### src/rtl/core/prx_pkg.sv
// ============================================================================
// prx_pkg - shared types and constants of the packet receiver
// Codes for modes, statuses, replies and receive phases, and default sizes.
// ============================================================================
`default_nettype none

package prx_pkg;

    // Default sizes and register reset values
    localparam int PAYLOAD_BYTES_DEF = 120;
    localparam int SEQ_MODULUS_DEF   = 8;
    localparam logic [7:0] MAX_ERRORS_RST = 8'd20;

    // Field widths
    localparam int MODE_W   = 2;
    localparam int BYTE_W   = 8;
    localparam int STATUS_W = 3;
    localparam int INDEX_W  = 7;
    localparam int REPLY_W  = 2;

    // Start-of-packet byte after masking bit 7
    localparam logic [6:0] SOH_CODE  = 7'h01;
    localparam logic [7:0] ERR_SAT   = 8'hff;

    typedef enum logic [MODE_W-1:0] {
        MODE_BYTE    = 2'd0,
        MODE_TIMEOUT = 2'd1,
        MODE_OPEN    = 2'd2
    } t_mode;

    typedef enum logic [STATUS_W-1:0] {
        ST_DATA     = 3'd0,
        ST_ACCEPTED = 3'd1,
        ST_BAD_CHK  = 3'd2,
        ST_BAD_SEQ  = 3'd3,
        ST_TIMEOUT  = 3'd4,
        ST_FAILED   = 3'd5
    } t_status;

    typedef enum logic [REPLY_W-1:0] {
        RPL_NONE = 2'd0,
        RPL_ACK  = 2'd1,
        RPL_NAK  = 2'd2
    } t_reply;

    typedef enum logic [1:0] {
        PH_HUNT    = 2'd0,
        PH_HEADER  = 2'd1,
        PH_PAYLOAD = 2'd2
    } t_phase;

    typedef enum logic [1:0] {
        HDR_LENGTH = 2'd0,
        HDR_SEQ    = 2'd1,
        HDR_CHECK  = 2'd2
    } t_hdr_pos;

endpackage

`default_nettype wire

### src/rtl/core/prx_in_if.sv
// ============================================================================
// prx_in_if - input item channel of the packet receiver
// Carries one line event: mode and line byte, with valid/ready handshake.
// ============================================================================
`default_nettype none

interface prx_in_if;
    logic                            valid;
    logic                            ready;
    logic [prx_pkg::MODE_W-1:0]      mode;
    logic [prx_pkg::BYTE_W-1:0]      line_byte;

    modport source (output valid, output mode, output line_byte, input ready);
    modport sink   (input valid, input mode, input line_byte, output ready);
endinterface

`default_nettype wire

### src/rtl/core/prx_out_if.sv
// ============================================================================
// prx_out_if - result item channel of the packet receiver
// Carries status, payload byte, header fields and reply with valid/ready.
// ============================================================================
`default_nettype none

interface prx_out_if;
    logic                            valid;
    logic                            ready;
    logic [prx_pkg::STATUS_W-1:0]    status;
    logic [prx_pkg::BYTE_W-1:0]      data_byte;
    logic [prx_pkg::INDEX_W-1:0]     byte_index;
    logic [prx_pkg::BYTE_W-1:0]      packet_length;
    logic [prx_pkg::BYTE_W-1:0]      packet_seq;
    logic [prx_pkg::REPLY_W-1:0]     reply;
    logic                            limit_reached;

    modport source (output valid, output status, output data_byte, output byte_index,
                    output packet_length, output packet_seq, output reply,
                    output limit_reached, input ready);
    modport sink   (input valid, input status, input data_byte, input byte_index,
                    input packet_length, input packet_seq, input reply,
                    input limit_reached, output ready);
endinterface

`default_nettype wire

### src/rtl/core/prx_cfg_if.sv
// ============================================================================
// prx_cfg_if - configuration write channel of the packet receiver
// Carries the error limit register write data with valid/ready.
// ============================================================================
`default_nettype none

interface prx_cfg_if;
    logic                            valid;
    logic                            ready;
    logic [prx_pkg::BYTE_W-1:0]      max_errors;

    modport source (output valid, output max_errors, input ready);
    modport sink   (input valid, input max_errors, output ready);
endinterface

`default_nettype wire

### src/rtl/core/packet_receiver_xor_ack.sv
// ============================================================================
// packet_receiver_xor_ack - receive side of a fixed-size packet link
// Hunts for the start byte, takes length/sequence/check header bytes, then
// the payload bytes with an XOR check, and reports the verdict with ACK/NAK.
// ============================================================================
//
//  channel   dir  handshake          payload
//  --------  ---  -----------------  -----------------------------------------
//  i_in_ch   in   valid/ready        mode, line_byte
//  i_cfg_ch  in   valid/ready        max_errors (always ready)
//  o_out_ch  out  valid/ready        status, data_byte, byte_index,
//                                    packet_length, packet_seq, reply,
//                                    limit_reached
//
//  One item per cycle: each item is decoded and applied to the link state in
//  the cycle it is taken, and its result lands in the output register.
//  Input ready is high while the output register is empty or being drained,
//  so a stalled result holds the input only until the sink takes it.
//  Synchronous active-low reset returns to hunting with counters cleared and
//  the error limit at 20.
// ============================================================================
`default_nettype none

module packet_receiver_xor_ack #(
    parameter int PAYLOAD_BYTES = prx_pkg::PAYLOAD_BYTES_DEF,
    parameter int SEQ_MODULUS   = prx_pkg::SEQ_MODULUS_DEF
) (
    input  wire logic  i_clk,
    input  wire logic  i_rst_n,
    prx_in_if.sink     i_in_ch,
    prx_cfg_if.sink    i_cfg_ch,
    prx_out_if.source  o_out_ch
);

    localparam int SEQ_W = (SEQ_MODULUS > 1) ? $clog2(SEQ_MODULUS) : 1;
    localparam logic [SEQ_W-1:0] SEQ_LAST = SEQ_W'(SEQ_MODULUS - 1);
    localparam logic [prx_pkg::INDEX_W:0] PAY_LEN = (prx_pkg::INDEX_W + 1)'(PAYLOAD_BYTES);

    // Link state
    prx_pkg::t_phase                 r_phase,    n_phase;
    prx_pkg::t_hdr_pos               r_hdr_pos,  n_hdr_pos;
    logic [prx_pkg::INDEX_W-1:0]     r_pay_pos,  n_pay_pos;
    logic [prx_pkg::BYTE_W-1:0]      r_length,   n_length;
    logic [prx_pkg::BYTE_W-1:0]      r_seq,      n_seq;
    logic [prx_pkg::BYTE_W-1:0]      r_check,    n_check;
    logic [SEQ_W-1:0]                r_exp_seq,  n_exp_seq;
    logic [prx_pkg::BYTE_W-1:0]      r_err_cnt,  n_err_cnt;
    logic [prx_pkg::BYTE_W-1:0]      r_max_err;

    // Output register
    logic                            r_out_valid;
    prx_pkg::t_status                r_status,   n_status;
    logic [prx_pkg::BYTE_W-1:0]      r_data,     n_data;
    logic [prx_pkg::INDEX_W-1:0]     r_index,    n_index;
    logic [prx_pkg::BYTE_W-1:0]      r_out_len,  n_out_len;
    logic [prx_pkg::BYTE_W-1:0]      r_out_seq,  n_out_seq;
    prx_pkg::t_reply                 r_reply,    n_reply;
    logic                            r_limit,    n_limit;

    logic                            emit;
    logic                            in_fire;
    logic                            link_failed;
    logic [prx_pkg::INDEX_W:0]       pos_inc;
    logic [prx_pkg::BYTE_W-1:0]      chk_new;
    logic [prx_pkg::BYTE_W-1:0]      err_inc;
    prx_pkg::t_mode                  mode;

    // Handshakes
    assign i_in_ch.ready  = !r_out_valid || o_out_ch.ready;
    assign i_cfg_ch.ready = 1'b1;
    assign in_fire        = i_in_ch.valid && i_in_ch.ready;

    assign mode        = prx_pkg::t_mode'(i_in_ch.mode);
    assign link_failed = (r_err_cnt >= r_max_err);
    assign pos_inc     = {1'b0, r_pay_pos} + (prx_pkg::INDEX_W + 1)'(1);
    assign chk_new     = r_check ^ i_in_ch.line_byte;
    assign err_inc     = (r_err_cnt == prx_pkg::ERR_SAT) ? r_err_cnt
                                                         : r_err_cnt + 8'd1;

    // Decode one item against the link state
    always_comb begin
        n_phase   = r_phase;
        n_hdr_pos = r_hdr_pos;
        n_pay_pos = r_pay_pos;
        n_length  = r_length;
        n_seq     = r_seq;
        n_check   = r_check;
        n_exp_seq = r_exp_seq;
        n_err_cnt = r_err_cnt;
        emit      = 1'b0;
        n_status  = prx_pkg::ST_DATA;
        n_data    = '0;
        n_index   = '0;
        n_out_len = '0;
        n_out_seq = '0;
        n_reply   = prx_pkg::RPL_NONE;
        n_limit   = 1'b0;

        case (mode)
            prx_pkg::MODE_OPEN: begin
                n_err_cnt = '0;
                n_exp_seq = '0;
                n_phase   = prx_pkg::PH_HUNT;
                n_hdr_pos = prx_pkg::HDR_LENGTH;
                n_pay_pos = '0;
                n_check   = '0;
            end
            prx_pkg::MODE_TIMEOUT: begin
                emit = 1'b1;
                if (link_failed) begin
                    n_status = prx_pkg::ST_FAILED;
                end else begin
                    n_status  = prx_pkg::ST_TIMEOUT;
                    n_phase   = prx_pkg::PH_HUNT;
                    n_hdr_pos = prx_pkg::HDR_LENGTH;
                    n_pay_pos = '0;
                    n_check   = '0;
                end
            end
            prx_pkg::MODE_BYTE: begin
                if (link_failed) begin
                    emit     = 1'b1;
                    n_status = prx_pkg::ST_FAILED;
                end else begin
                    case (r_phase)
                        prx_pkg::PH_HUNT: begin
                            if (i_in_ch.line_byte[6:0] == prx_pkg::SOH_CODE) begin
                                n_phase   = prx_pkg::PH_HEADER;
                                n_hdr_pos = prx_pkg::HDR_LENGTH;
                            end
                        end
                        prx_pkg::PH_HEADER: begin
                            case (r_hdr_pos)
                                prx_pkg::HDR_LENGTH: begin
                                    n_length  = i_in_ch.line_byte;
                                    n_hdr_pos = prx_pkg::HDR_SEQ;
                                end
                                prx_pkg::HDR_SEQ: begin
                                    n_seq     = i_in_ch.line_byte;
                                    n_hdr_pos = prx_pkg::HDR_CHECK;
                                end
                                default: begin
                                    n_check   = i_in_ch.line_byte;
                                    n_hdr_pos = prx_pkg::HDR_LENGTH;
                                    n_pay_pos = '0;
                                    n_phase   = prx_pkg::PH_PAYLOAD;
                                end
                            endcase
                        end
                        prx_pkg::PH_PAYLOAD: begin
                            emit    = 1'b1;
                            n_data  = i_in_ch.line_byte;
                            n_index = r_pay_pos;
                            if (pos_inc < PAY_LEN) begin
                                // Mid-packet byte: advance position, fold check
                                n_check   = chk_new;
                                n_pay_pos = pos_inc[prx_pkg::INDEX_W-1:0];
                                n_status  = prx_pkg::ST_DATA;
                            end else begin
                                // Last byte: give the verdict and restart
                                n_out_len = r_length;
                                n_out_seq = r_seq;
                                if (chk_new != '0) begin
                                    n_status = prx_pkg::ST_BAD_CHK;
                                    n_reply  = prx_pkg::RPL_NAK;
                                end else if (r_seq != prx_pkg::BYTE_W'(r_exp_seq)) begin
                                    n_status = prx_pkg::ST_BAD_SEQ;
                                    n_reply  = prx_pkg::RPL_ACK;
                                end else begin
                                    n_status  = prx_pkg::ST_ACCEPTED;
                                    n_reply   = prx_pkg::RPL_ACK;
                                    n_exp_seq = (r_exp_seq == SEQ_LAST) ? '0
                                                                        : r_exp_seq + 1'b1;
                                end
                                if (n_status != prx_pkg::ST_ACCEPTED) begin
                                    n_err_cnt = err_inc;
                                    n_limit   = (err_inc >= r_max_err);
                                end
                                n_phase   = prx_pkg::PH_HUNT;
                                n_hdr_pos = prx_pkg::HDR_LENGTH;
                                n_pay_pos = '0;
                                n_check   = '0;
                            end
                        end
                        default: begin
                            n_phase   = prx_pkg::PH_HUNT;
                            n_hdr_pos = prx_pkg::HDR_LENGTH;
                            n_pay_pos = '0;
                            n_check   = '0;
                        end
                    endcase
                end
            end
            default: begin
            end
        endcase
    end

    // Update link state on each accepted item
    always_ff @(posedge i_clk) begin
        if (!i_rst_n) begin
            r_phase   <= prx_pkg::PH_HUNT;
            r_hdr_pos <= prx_pkg::HDR_LENGTH;
            r_pay_pos <= '0;
            r_check   <= '0;
            r_exp_seq <= '0;
            r_err_cnt <= '0;
            r_length  <= '0;
            r_seq     <= '0;
        end else if (in_fire) begin
            r_phase   <= n_phase;
            r_hdr_pos <= n_hdr_pos;
            r_pay_pos <= n_pay_pos;
            r_check   <= n_check;
            r_exp_seq <= n_exp_seq;
            r_err_cnt <= n_err_cnt;
            r_length  <= n_length;
            r_seq     <= n_seq;
        end
    end

    // Hold the error limit register
    always_ff @(posedge i_clk) begin
        if (!i_rst_n) begin
            r_max_err <= prx_pkg::MAX_ERRORS_RST;
        end else if (i_cfg_ch.valid) begin
            r_max_err <= i_cfg_ch.max_errors;
        end
    end

    // Output valid: set on an emitting item, drop when the sink takes it
    always_ff @(posedge i_clk) begin
        if (!i_rst_n) begin
            r_out_valid <= 1'b0;
        end else if (in_fire && emit) begin
            r_out_valid <= 1'b1;
        end else if (o_out_ch.ready) begin
            r_out_valid <= 1'b0;
        end
    end

    // Load the result payload
    always_ff @(posedge i_clk) begin
        if (in_fire && emit) begin
            r_status  <= n_status;
            r_data    <= n_data;
            r_index   <= n_index;
            r_out_len <= n_out_len;
            r_out_seq <= n_out_seq;
            r_reply   <= n_reply;
            r_limit   <= n_limit;
        end
    end

    assign o_out_ch.valid         = r_out_valid;
    assign o_out_ch.status        = r_status;
    assign o_out_ch.data_byte     = r_data;
    assign o_out_ch.byte_index    = r_index;
    assign o_out_ch.packet_length = r_out_len;
    assign o_out_ch.packet_seq    = r_out_seq;
    assign o_out_ch.reply         = r_reply;
    assign o_out_ch.limit_reached = r_limit;

endmodule

`default_nettype wire

### src/flat_wrapper.sv
// flat-port wrapper written by rule: the top's interface ports become plain ports
module packet_receiver_xor_ack_flat 
#(
    parameter int PAYLOAD_BYTES = prx_pkg::PAYLOAD_BYTES_DEF,
    parameter int SEQ_MODULUS   = prx_pkg::SEQ_MODULUS_DEF
)
  (i_clk, i_rst_n, i_in_ch_valid, i_in_ch_mode, i_in_ch_line_byte, i_in_ch_ready, i_cfg_ch_valid, i_cfg_ch_max_errors, i_cfg_ch_ready, o_out_ch_valid, o_out_ch_status, o_out_ch_data_byte, o_out_ch_byte_index, o_out_ch_packet_length, o_out_ch_packet_seq, o_out_ch_reply, o_out_ch_limit_reached, o_out_ch_ready);
  prx_in_if i_in_ch_i ();
  prx_cfg_if i_cfg_ch_i ();
  prx_out_if o_out_ch_i ();
  input  wire logic i_clk;
  input  wire logic i_rst_n;
  input wire logic [$bits(i_in_ch_i.valid)-1:0] i_in_ch_valid;
  input wire logic [$bits(i_in_ch_i.mode)-1:0] i_in_ch_mode;
  input wire logic [$bits(i_in_ch_i.line_byte)-1:0] i_in_ch_line_byte;
  output wire logic [$bits(i_in_ch_i.ready)-1:0] i_in_ch_ready;
  input wire logic [$bits(i_cfg_ch_i.valid)-1:0] i_cfg_ch_valid;
  input wire logic [$bits(i_cfg_ch_i.max_errors)-1:0] i_cfg_ch_max_errors;
  output wire logic [$bits(i_cfg_ch_i.ready)-1:0] i_cfg_ch_ready;
  output wire logic [$bits(o_out_ch_i.valid)-1:0] o_out_ch_valid;
  output wire logic [$bits(o_out_ch_i.status)-1:0] o_out_ch_status;
  output wire logic [$bits(o_out_ch_i.data_byte)-1:0] o_out_ch_data_byte;
  output wire logic [$bits(o_out_ch_i.byte_index)-1:0] o_out_ch_byte_index;
  output wire logic [$bits(o_out_ch_i.packet_length)-1:0] o_out_ch_packet_length;
  output wire logic [$bits(o_out_ch_i.packet_seq)-1:0] o_out_ch_packet_seq;
  output wire logic [$bits(o_out_ch_i.reply)-1:0] o_out_ch_reply;
  output wire logic [$bits(o_out_ch_i.limit_reached)-1:0] o_out_ch_limit_reached;
  input wire logic [$bits(o_out_ch_i.ready)-1:0] o_out_ch_ready;
  assign i_in_ch_i.valid = i_in_ch_valid;
  assign i_in_ch_i.mode = i_in_ch_mode;
  assign i_in_ch_i.line_byte = i_in_ch_line_byte;
  assign i_in_ch_ready = i_in_ch_i.ready;
  assign i_cfg_ch_i.valid = i_cfg_ch_valid;
  assign i_cfg_ch_i.max_errors = i_cfg_ch_max_errors;
  assign i_cfg_ch_ready = i_cfg_ch_i.ready;
  assign o_out_ch_valid = o_out_ch_i.valid;
  assign o_out_ch_status = o_out_ch_i.status;
  assign o_out_ch_data_byte = o_out_ch_i.data_byte;
  assign o_out_ch_byte_index = o_out_ch_i.byte_index;
  assign o_out_ch_packet_length = o_out_ch_i.packet_length;
  assign o_out_ch_packet_seq = o_out_ch_i.packet_seq;
  assign o_out_ch_reply = o_out_ch_i.reply;
  assign o_out_ch_limit_reached = o_out_ch_i.limit_reached;
  assign o_out_ch_i.ready = o_out_ch_ready;
  packet_receiver_xor_ack #(.PAYLOAD_BYTES(PAYLOAD_BYTES), .SEQ_MODULUS(SEQ_MODULUS)) u_core (.i_clk(i_clk), .i_rst_n(i_rst_n), .i_in_ch(i_in_ch_i), .i_cfg_ch(i_cfg_ch_i), .o_out_ch(o_out_ch_i));
endmodule
### config.mk
export PLATFORM = sky130hd
export DESIGN_NAME = packet_receiver_xor_ack_flat
export DESIGN_NICKNAME = d
export VERILOG_FILES = /design/src/rtl/core/prx_pkg.sv /design/src/rtl/core/prx_in_if.sv /design/src/rtl/core/prx_out_if.sv /design/src/rtl/core/prx_cfg_if.sv /design/src/rtl/core/packet_receiver_xor_ack.sv /design/src/flat_wrapper.sv
export SDC_FILE = /design/constraint.sdc
export NUM_CORES = 1
export LEC_CHECK = 0
export BUFFER_PORTS_ARGS = -buffer_cell sky130_fd_sc_hd__buf_2
export CORE_MARGIN = 8
export CORE_UTILIZATION = 38
export DETAILED_ROUTE_END_ITERATION = 16
export SLEW_MARGIN = 20
export SYNTH_ARGS = -nofsm -noshare
export SYNTH_HDL_FRONTEND = slang
export SYNTH_SLANG_ARGS = --single-unit
### constraint.sdc
create_clock -name i_clk -period 10.4 [get_ports i_clk]
set_clock_uncertainty 0.2 [all_clocks]
set_input_delay 1.04 -clock i_clk [delete_from_list [all_inputs] [get_ports i_clk]]
set_output_delay 1.04 -clock i_clk [all_outputs]
set_load 0.05 [all_outputs]
==> impl_metrics.yaml <==
die:
  core_area_mm2: 0.0120
  floorplan.initialDensity_pct: 38.9
  rows: 40
  die_y_um: 127
  die_x_um: 127
  dieArea_mm2: 0.0161
  ios: 63
synth:
  avgSynthCellArea_um2: 10.2
  combinational_family_with_the_most_area_after_synthesis: "simple AND/OR/NAND/NOR gates"
  synth_enable_flop_cells: 37
  synth_xor_area_share_pct: 2.62
  synth_simple_gate_area_share_pct: 19.8
  postSynth.asyncResetShare_pct: 0
  area_of_the_mapped_netlist_mm2: 0.00468
  count_of_cell_types_in_the_netlist: 65
  yosys_warnings: 0
  synth-main-ff-cell: "dfxtp_1"
  compound_cell_area_share_of_the_yosys_netlist_pct: 15.7
  syn-num-nets: 505
  synth_cells: 458
  synth_fa_ha_area_share_pct: 6.42
  post_synth_mux_area_share_pct: 4.07
  postSynthRegisterBits: 92
  synth-seq-area-share_pct: 47.3
clocking:
  clk_pin_slew_ns: 0.07
  numClockSinks: 92
  ctsLongestPathBuffers: 2
  clock_latency_at_the_later_pin_of_the_worst_skew_pair_ns: 0.34
  cts_tree: "done"
  postCtsSetupRepairBufs: 0
  cts_max_level: 3
  cts_root_buffer: "clkbuf_16"
  cts-hold-fix-buffers: 0
  cts_buffers: 9
  post_cts_resized: 0
route:
  ant_nets: 0
  drc: 0
  drt_pass1_iterations: 4
  via_count: 3493
  vias_per_cell: 5.26
  detail_route.wl_per_cell_um: 15.7
  drt_iter0_drc: 248
  drt-total-wl_mm: 10.4
hold_path:
  holdCritStartpoint: "u_core.r_length[5]"
  min_delay_path_class: "flip-flop to flip-flop"
cells_and_area:
  post_route_cells_drive_above_1_share_pct: 19.1
  num_antenna_cells: 0
  finalNetCount: 559
  synthToLayoutAreaGrowth_pct: 14.6
  n_fill_cell: 1174
  multiInputGateArea_mm2: 0.00228
  finish.instance_area_mm2: 0.00536
  ff_latch_area_mm2: 0.00221
setup_path:
  end_kind: "flip-flop"
  worstPathArrival_ns: 3.48
  worstReg2RegStart: "u_core.r_err_cnt[0]"
  crit_fanout: 51
  critical_path_required_ns: 10.45
  startpoint: "i_rst_n"
  critPathKind: "input port to flip-flop"
  critical_path.startpoint_type: "input port"
global_routing:
  first_global_vias: 3522
  maximum_number_of_pins_on_one_net_before_global_route_repair: 52
  grt_pass1_wl_mm: 17.5
  number_of_antenna_violations_at_the_first_check_in_global_routing: 0
  gr-usage-all-layers_pct: 13.5
  grt_overflow_total: 0
timing:
  max_slew.worst_pin.slew_ns: 1.01
  final_min_period_over_clock_period_pct: 33.0
  post-route-min-period_ns: 3.43
  report.final.hold_viol_count: 0
  setup_violations: 0
  slew_viol_final: 0
  total_negative_slack_ns: 0
  fmax_mhz: 291
  grt_setup_unrepaired: "no"
  timing.slew.headroom_pct: 32.9
power_and_ir_drop:
  power-per-cell-area_mw_per_mm2: 142
  power_uw: 764
  ir_worst_vdd_v: 0.0000707
  power.static_leakage_uw: 0.00223
placed_design:
  port_buffers: 61
  globalplace.congestion: 0.794
  place.detailed.hpwl_mm: 7.74
  postPlaceCellArea_mm2: 0.00507
run_status:
  run_status: "finished clean"
run:
  max-cap-violations: 0
-- per-stage QoR --
| step | std cells | hold WS (ns) | worst slack, ns | util (%) |
|---|---|---|---|---|
| 3_5_place_dp | 648 | 0.251 | 6.58 | 42.2 |
| 3_3_place_gp | 648 | 0.245 | 6.70 | 42.2 |
| 4_1_cts | 664 | 0.260 | 6.97 | 44.6 |
| 6_report | 664 | 0.256 | 6.97 | 44.6 |
| 5_1_grt | 664 | 0.274 | 6.68 | 44.6 |
| 2_1_floorplan | 458 | 0.234 | 5.46 | - |
-- worst max-delay path, stage by stage --
cell	delay, ns
buf_2	0.67
inv_1	0.43
nor3_1	0.70
nand4b_2	0.34
o311ai_1	0.30
-- cell families (layout without fill, tap and decap cells) --
kind of cell / Yosys count / in the layout
AO/OA/AOI/OAI: 95 / 95
AND/OR/NAND/NOR: 173 / 173
multiplexers: 19 / 19
other: 1 / 1
flip-flops: 92 / 92
adder cells (fa/ha/maj): 24 / 24
XOR/XNOR: 14 / 14
buffers and inverters: 40 / 99
-- cell usage in the layout, fill, tap and decap left out, types with 3 or more instances in the layout --
cell | Yosys | final
a21o_1 | 4 | 4
a21oi_1 | 11 | 11
and2_1 | 33 | 33
and3_1 | 3 | 3
buf_2 | 3 | 61
clkbuf_16 | 0 | 10
clkinv_2 | 0 | 3
dfxtp_1 | 55 | 55
edfxtp_1 | 37 | 37
ha_1 | 24 | 24
inv_1 | 21 | 21
mux2i_1 | 19 | 19
nand2_1 | 55 | 55
nand2b_1 | 5 | 5
nand3_1 | 17 | 17
nand3b_1 | 5 | 5
nand4_1 | 5 | 5
nor2_1 | 20 | 20
nor3_1 | 6 | 5
nor4_1 | 3 | 3
o211ai_1 | 3 | 3
o21a_1 | 20 | 20
o21ai_0 | 17 | 17
o22ai_1 | 7 | 7
o2bb2ai_1 | 6 | 6
o32ai_1 | 7 | 7
or3_1 | 3 | 3
xnor2_1 | 3 | 3
xor2_1 | 11 | 11
-- final cells by class --
class	count	area share, %
multi-input combinational	326	42.6
sequential	92	41.3
timing repair buffer	62	5.83
clock buffer	12	4.99
tap	147	3.43
inverter	21	1.47
clock inverter	4	0.397
-- where the power goes --
| group | switching (uW) | total, uW | internal, uW |
|---|---|---|---|
| logic | 47.3 | 65.6 | 18.3 |
| clock network | 134 | 316 | 182 |
| registers | 2.05 | 382 | 380 |
| total | 183 | 764 | 581 |
-- state kept, by name, summed over array words and instances, names as in the netlist, 2 cells and up --
signal,count
u_core.o_out_ch.byte_index,7
u_core.o_out_ch.data_byte,8
u_core.o_out_ch.packet_length,8
u_core.o_out_ch.packet_seq,8
u_core.o_out_ch.reply,2
u_core.o_out_ch.status,3
u_core.r_check,8
u_core.r_err_cnt,8
u_core.r_exp_seq,3
u_core.r_hdr_pos,2
u_core.r_length,8
u_core.r_max_err,8
u_core.r_pay_pos,7
u_core.r_phase,2
u_core.r_seq,8
-- cells in the mapped netlist, types with 3 or more instances --
| cell | number | share of area (%) |
|---|---|---|
| or3_1 | 3 | 0.40 |
| and2_1 | 33 | 4.4 |
| buf_2 | 3 | 0.32 |
| nor2_1 | 20 | 1.6 |
| o32ai_1 | 7 | 1.3 |
| o21a_1 | 20 | 3.2 |
| o22ai_1 | 7 | 0.94 |
| mux2i_1 | 19 | 4.1 |
| nand2b_1 | 5 | 0.67 |
| o21ai_0 | 17 | 1.8 |
| a21oi_1 | 11 | 1.2 |
| clkbuf_1 | 9 | 0.72 |
| a21o_1 | 4 | 0.64 |
| nand2_1 | 55 | 4.4 |
| inv_1 | 21 | 1.7 |
| nand3b_1 | 5 | 0.80 |
| buf_6 | 3 | 0.72 |
| and3_1 | 3 | 0.40 |
| nand4_1 | 5 | 0.67 |
| edfxtp_1 | 37 | 24 |
| nor4_1 | 3 | 0.40 |
| ha_1 | 24 | 6.4 |
| o2bb2ai_1 | 6 | 1.1 |
| xor2_1 | 11 | 2.1 |
| dfxtp_1 | 55 | 24 |
| nand3_1 | 17 | 1.8 |
| nor3_1 | 6 | 0.64 |
| xnor2_1 | 3 | 0.56 |
| o211ai_1 | 3 | 0.48 |
-- per-layer routing --
metal	track usage, %	routed length [um]	vias to the layer above	share of wire [%]
li1	-	-	1756	-
met1	16.3	4650	1648	45
met2	21.4	4930	76	47
met3	4.78	640	13	6.1
met4	5.67	182	0	1.7
met5	0	0	-	0
-- final timing paths --
path                                                      end  slack, ns  depth (start not counted)
worst min register to register             u_core.r_length[5]       0.26                          2
worst max-delay path                      u_core.r_err_cnt[0]       6.97                          5
worst min-delay path                       u_core.r_length[5]       0.26                          2
worst max register to register  u_core.o_out_ch.limit_reached       7.36                         11
Power figures use the tool's default switching activity.
